==> config.mk <==
export PLATFORM = sky130hd
export DESIGN_NAME = cel_ctrl
export DESIGN_NICKNAME = d
export VERILOG_FILES = /design/src/rtl/cel_pkg.sv /design/src/rtl/cel_ctrl.sv
export SDC_FILE = /design/constraint.sdc
export NUM_CORES = 1
export LEC_CHECK = 0
export BUFFER_PORTS_ARGS = -buffer_cell sky130_fd_sc_hd__buf_2
export CORE_AREA = 2 2 39 41
export CTS_CLUSTER_SIZE = 16
export DETAILED_ROUTE_END_ITERATION = 8
export DIE_AREA = 0 0 41 43
export PLACE_DENSITY_LB_ADDON = 0.12
export SLEW_MARGIN = 10
export SYNTH_ARGS = -nofsm -noshare
export SYNTH_HDL_FRONTEND = slang
export SYNTH_SLANG_ARGS = --single-unit
==> constraint.sdc <==
create_clock -name clk -period 3.75 [get_ports clk]
set_input_delay 0.75 -clock clk [delete_from_list [all_inputs] [get_ports clk]]
set_output_delay 0.75 -clock clk [all_outputs]
set_load 0.02 [all_outputs]
==> src/rtl/cel_pkg.sv <==
package cel_pkg;

	// Field widths of the request and result channels
	localparam int QW   = 11;  // query row / column, rows_in_use
	localparam int PW   = 15;  // row pointer entry
	localparam int CW   = 11;  // column index entry
	localparam int AW   = 14;  // load address
	localparam int POSW = 14;  // reported position

	// Row count after reset
	localparam logic [QW-1:0] ROWS_RESET = 11'd1024;

	// Request op codes
	typedef enum logic [1:0] {
		OP_LOAD_PTR = 2'd0,
		OP_LOAD_COL = 2'd1,
		OP_QUERY    = 2'd2,
		OP_UNUSED   = 2'd3
	} op_t;

	// Controller to datapath commands
	typedef struct packed {
		logic wr_ptr;        // write row pointer table from the request
		logic wr_col;        // write column index table from the request
		logic capture;       // latch query row and column
		logic rd_row_lo;     // read pointer of row-1 (segment start)
		logic rd_row_hi;     // read pointer of row (segment end)
		logic latch_ptr_lo;  // hold the segment start pointer
		logic seg_start;     // set bounds from pointers, read first probe
		logic probe_step;    // move one bound, read next probe
		logic load_result;   // load the output register
		logic result_hit;    // found flag for the loaded result
	} dp_cmd_t;

	// Datapath to controller status
	typedef struct packed {
		logic row_bad;    // row is zero or beyond the described rows
		logic seg_bad;    // segment empty or malformed
		logic col_match;  // probed column equals the query column
		logic probe_end;  // next probe would repeat the current one
	} dp_status_t;

endpackage

==> src/rtl/cel_ctrl.sv <==
module cel_ctrl (
	input  logic                clk,
	input  logic                arst_n,
	input  logic                in_valid,
	output logic                in_stall,
	input  logic [1:0]          op,
	output logic                out_valid,
	input  logic                out_stall,
	output cel_pkg::dp_cmd_t    cmd,
	input  cel_pkg::dp_status_t status
);

	typedef enum logic [5:0] {
		ST_IDLE   = 6'b000001,
		ST_ROW_LO = 6'b000010,
		ST_ROW_HI = 6'b000100,
		ST_SEG    = 6'b001000,
		ST_PROBE  = 6'b010000,
		ST_DONE   = 6'b100000
	} state_t;

	state_t state_q, state_d;
	logic   hit_q, hit_d;
	logic   out_valid_q, out_valid_d;

	// One request at a time: take a new one only when idle
	assign in_stall  = (state_q != ST_IDLE);
	assign out_valid = out_valid_q;

	// Next state and command decode
	always_comb begin
		cmd     = '0;
		state_d = state_q;
		hit_d   = hit_q;
		unique case (state_q)
			ST_IDLE: begin
				if (in_valid) begin
					unique case (op)
						cel_pkg::OP_LOAD_PTR: cmd.wr_ptr = 1'b1;
						cel_pkg::OP_LOAD_COL: cmd.wr_col = 1'b1;
						cel_pkg::OP_QUERY: begin
							cmd.capture = 1'b1;
							state_d     = ST_ROW_LO;
						end
						default: ;
					endcase
				end
			end
			ST_ROW_LO: begin
				if (status.row_bad) begin
					hit_d   = 1'b0;
					state_d = ST_DONE;
				end else begin
					cmd.rd_row_lo = 1'b1;
					state_d       = ST_ROW_HI;
				end
			end
			ST_ROW_HI: begin
				cmd.latch_ptr_lo = 1'b1;
				cmd.rd_row_hi    = 1'b1;
				state_d          = ST_SEG;
			end
			ST_SEG: begin
				if (status.seg_bad) begin
					hit_d   = 1'b0;
					state_d = ST_DONE;
				end else begin
					cmd.seg_start = 1'b1;
					state_d       = ST_PROBE;
				end
			end
			ST_PROBE: begin
				if (status.col_match) begin
					hit_d   = 1'b1;
					state_d = ST_DONE;
				end else if (status.probe_end) begin
					hit_d   = 1'b0;
					state_d = ST_DONE;
				end else begin
					cmd.probe_step = 1'b1;
				end
			end
			ST_DONE: begin
				if (!out_valid_q || !out_stall) begin
					cmd.load_result = 1'b1;
					cmd.result_hit  = hit_q;
					state_d         = ST_IDLE;
				end
			end
			default: state_d = ST_IDLE;
		endcase
	end

	// Output register valid
	always_comb begin
		out_valid_d = out_valid_q;
		if (cmd.load_result) begin
			out_valid_d = 1'b1;
		end else if (!out_stall) begin
			out_valid_d = 1'b0;
		end
	end

	always_ff @(posedge clk or negedge arst_n) begin
		if (!arst_n) begin
			state_q     <= ST_IDLE;
			hit_q       <= 1'b0;
			out_valid_q <= 1'b0;
		end else begin
			state_q     <= state_d;
			hit_q       <= hit_d;
			out_valid_q <= out_valid_d;
		end
	end

endmodule

# Word level (Yosys, flattened, before mapping)
# Index checks and enable logic that the tools add are counted.
dict set report op_classes {
  n_reduce_logical 7
  n_eq_ne 16
  mux 30
}
# op n
set ops {}
lappend ops {{2-to-1 mux 6 bit} 7}
lappend ops {{case mux 6 bit (6 select lines)} 1}
lappend ops {{2-to-1 mux 1 bit} 16}
lappend ops {{!= test 2 bit (second input constant)} 4}
lappend ops {{AND reduction 4 bit} 2}
lappend ops {{equality test 6 x 1 -> 1 bit (second input constant)} 1}
lappend ops {{equality test 6 x 2 -> 1 bit (second input constant)} 1}
lappend ops {{equality test 6 x 3 -> 1 bit (second input constant)} 1}
lappend ops {{equality test 6 x 4 -> 1 bit (second input constant)} 1}
lappend ops {{equality test 6 x 5 -> 1 bit (second input constant)} 1}
lappend ops {{equality test 6 bit (second input constant)} 1}
lappend ops {{2-to-1 mux 2 bit} 3}
lappend ops {{2-to-1 mux 3 bit} 2}
lappend ops {{!= test 6 x 1 -> 1 bit (second input constant)} 1}
lappend ops {{!= test 2 x 1 -> 1 bit (second input constant)} 2}
lappend ops {{!= test 3 bit (second input constant)} 1}
lappend ops {{case mux 1 bit (3 select lines)} 1}
lappend ops {{nonzero test 3 bit} 1}
lappend ops {{equality test 2 x 1 -> 1 bit (second input constant)} 1}
lappend ops {{equality test 2 bit (second input constant)} 1}
lappend ops {{logical NOT 1 bit} 2}
lappend ops {{logical NOT 2 bit} 1}
lappend ops {{logical OR 1 bit} 1}
dict set report word_totals {
  ff_bits 8
  inputBits 10
  output_inout_bits 12
}

# Longest topological paths before layout
dict set report logic_depth {
  depth_word 5
  mapped_depth 5
  depth_no_buf 4
}

# Worst setup path before layout
# Ideal clock, no wire load.
dict set report synth_path {
  path_type {register -> output}
  from {reg state_q[4]}
  to {out cmd[8] (netlist bit)}
  stages_incl_launch_ff 6
  required_time_ps 3000
  arrival_time_ps 1437
  n_path_buf 1
  path_slack_ps 1563
  path_cell_list {dfrtp_1 > buf_4 > nor4_4 > nand2_2 > nor3b_2 > and2_1}
}
# element line_no
set synth_lines {}
lappend synth_lines {{from (decl)} cel_ctrl.sv:22} ;# state_t state_q, state_d;
lappend synth_lines {{from (signal assigned)} cel_ctrl.sv:110} ;# state_q <= state_d;
lappend synth_lines {{to (decl)} cel_ctrl.sv:9} ;# output cel_pkg::dp_cmd_t cmd,

==> impl_metrics.tcl <==
set metrics [dict create \
    status "finished clean" \
    dp.cells 93 \
    crit_buf_inv 1 \
    critPathLaunch "state_q[4]" \
    die_y_um 43 \
    switching_share 0.427 \
    yosysUniqueCellTypes 29 \
    final_cell_mix "buf_2, dfrtp_1, nor2_1, nand2_1, o21ai_0" \
    power_mw 0.400 \
    cp.arrival_ns 1.80 \
    design.core.area_sq_um 1380 \
    place_ws_ns 1.43 \
    wl_per_cell_um 12.1 \
    grt_start_max_net_pins 10 \
    max_stage_delay_ns 0.51 \
    routed_wl_um 1180 \
    area_growth_pct 21.5 \
    diodes 0 \
    maxSlewViolCount 0 \
    cts_resized 0 \
    vdd.ir_drop.worst_uv 332 \
    hold_path.class "input port to asynchronous set/reset pin" \
    place_congestion 0.759 \
    period_needed_ns 2.55 \
    fin_crit_sh 0.681 \
    hold_violations 0 \
    synth-seq-cells 8 \
    grt_pass1_vias 425 \
    cts_tree "yes" \
    drt_iter0_drc 9 \
    synthAdderAreaFrac 0 \
    slew_headroom 0.748 \
    yosys.area_share.simple 0.443 \
    p_per_area_nw_per_um2 571 \
    top_usage_layer "met2" \
    drc_errors 0 \
    cts_setup_buffers 0 \
    drive_above_1_share 0.407 \
    ys_warn_count 0 \
    cts_root_buffer "clkbuf_4" \
    final_common_cell "buf_2" \
    synth_xor_area_frac 0.0152 \
    ys.flop_type "dfrtp_1" \
    use_met3 0.0628 \
    clk_latency_ns 0.27 \
    syn_nets 70 \
    crit_required_ns 3.00 \
    r2r-start "state_q[4]" \
    clock_skew_ns 0.00539 \
    p_int_mw 0.229 \
    ant_nets 0 \
    syn_area_sq_um 576 \
    overflow 0 \
    setup_violations 0 \
    chipWidth_um 41 \
    cp_cell_sequence "nor4_4, nand2_2, nor3b_2, and2_1, buf_2" \
    power_leakage_nw 0.367 \
    cp_max_fo 9 \
    grt_util_met1 0.198 \
    nNetsFinal 92 \
    final_cells 97 \
    htreeDepth 1 \
    grt_pass1_wl_um 1870 \
    fmax_mhz 392 \
    p_switching_mw 0.171 \
    worst_slack_ns 1.20 \
    crit_family "simple AND/OR/NAND/NOR gates" \
    syn_inst 60 \
    seqPwrFrac 0.366 \
    cts_buffers 3 \
    die-area_sq_um 1760 \
    clockPowerShare 0.194 \
    vias_per_cell 5.12 \
    num_rows 14 \
    synth_compound_area_frac 0.137 \
    async_flop_share 1.00 \
    io_buffers 21 \
    synth_edf_count 0 \
    synth_seq_area_share 0.350 \
    drv_cap 0 \
    hold_buffers 0 \
    initial_utilization 0.416 \
    avgSynthCellArea_sq_um 9.59 \
    crit_type "flop to output port" \
    num_vias 497 \
    rsz0062_at_grt "false" \
    synth_top_family_by_area "simple AND/OR/NAND/NOR gates" \
    tns_ns 0 \
    ios 22 \
    grt_use_total 0.171 \
    clk_pin_slew_ns 0.06 \
    worst_path_max_delay_cell "dfrtp_1" \
    muxShareOfSynthArea 0 \
    first_pass_iters 4 \
    grt_antenna_before_repair 0 \
    clockBufferDepth 2 \
    clock-sinks 8 \
    combinationalPowerShare 0.440 \
    grt_util_met2 0.238 \
    tightest_slew_ns 0.372 \
    cp-start-kind "flop" \
    end_kind "output port" \
]
-- registers in the layout, summed over array words and instances (netlist names) --
name	flops
state_q	6
hit_q	1
out_valid	1
-- synthesized netlist by cell type (all sizes together), types with 2 or more instances --
master	number	area, sq um
nor3	2	10.0
nor2b	3	18.8
and2	2	12.5
nand2	7	28.8
a32o	2	20.0
a21oi	2	13.8
o21ai	5	25.0
dfrtp	7	175
and3b	2	17.5
nor2	6	22.5
and2b	2	15.0
buf	4	27.5
nand3b	2	15.0
nor4	3	63.8
nor3b	2	20.0
-- cell families after synthesis --
group / count (synthesis)
buffers and inverters: 5
AO/OA/AOI/OAI: 11
XOR/XNOR: 1
flip-flops: 8
AND/OR/NAND/NOR: 35
-- metrics by stage --
stage	hold slack (ns)	util	area, sq um
after floorplan	0.454	-	576
after global placement	0.495	0.486	673
after detailed placement	0.495	0.486	673
after CTS	0.313	0.505	699
after global routing	0.305	0.505	699
final	0.311	0.505	699
-- path summary, 6_finish.rpt --
path	to	slack, ns	cells after the start
setup / recovery	cmd[8]	1.20	5
hold / removal	hit_q	0.31	1
setup reg to reg	hit_q	2.20	4
hold reg to reg	hit_q	0.51	1
max in group asynchronous	state_q[0]	3.19	1
min in group clk	hit_q	0.51	1
-- routing by layer --
| metal | vias to the layer above | share of wire |
|---|---|---|
| met3 | 6 | 0.067 |
| met2 | 19 | 0.45 |
| met4 | 0 | 0.034 |
| li1 | 258 | - |
| met1 | 214 | 0.45 |
| met5 | - | 0 |
-- power by group through the flow --
stage / Sequential [mW] / Combinational, mW / Clock [mW]
3_5_place_dp: 0.148 / 0.177 / 0
2_1_floorplan: 0.141 / 0.141 / 0
3_3_place_gp: 0.149 / 0.175 / 0
5_1_grt: 0.149 / 0.194 / 0.0899
4_1_cts: 0.146 / 0.178 / 0.0819
6_report: 0.146 / 0.176 / 0.0776
-- final cells by class --
type	count	area, sq um
Fill cell	131	684
Multi-Input combinational cell	47	343
Sequential cell	8	201
Timing Repair Buffer	21	105
Clock buffer	4	26.3
Tap cell	16	20.0
Inverter	1	3.75
Note: power is estimated with default switching activity, not from simulation.
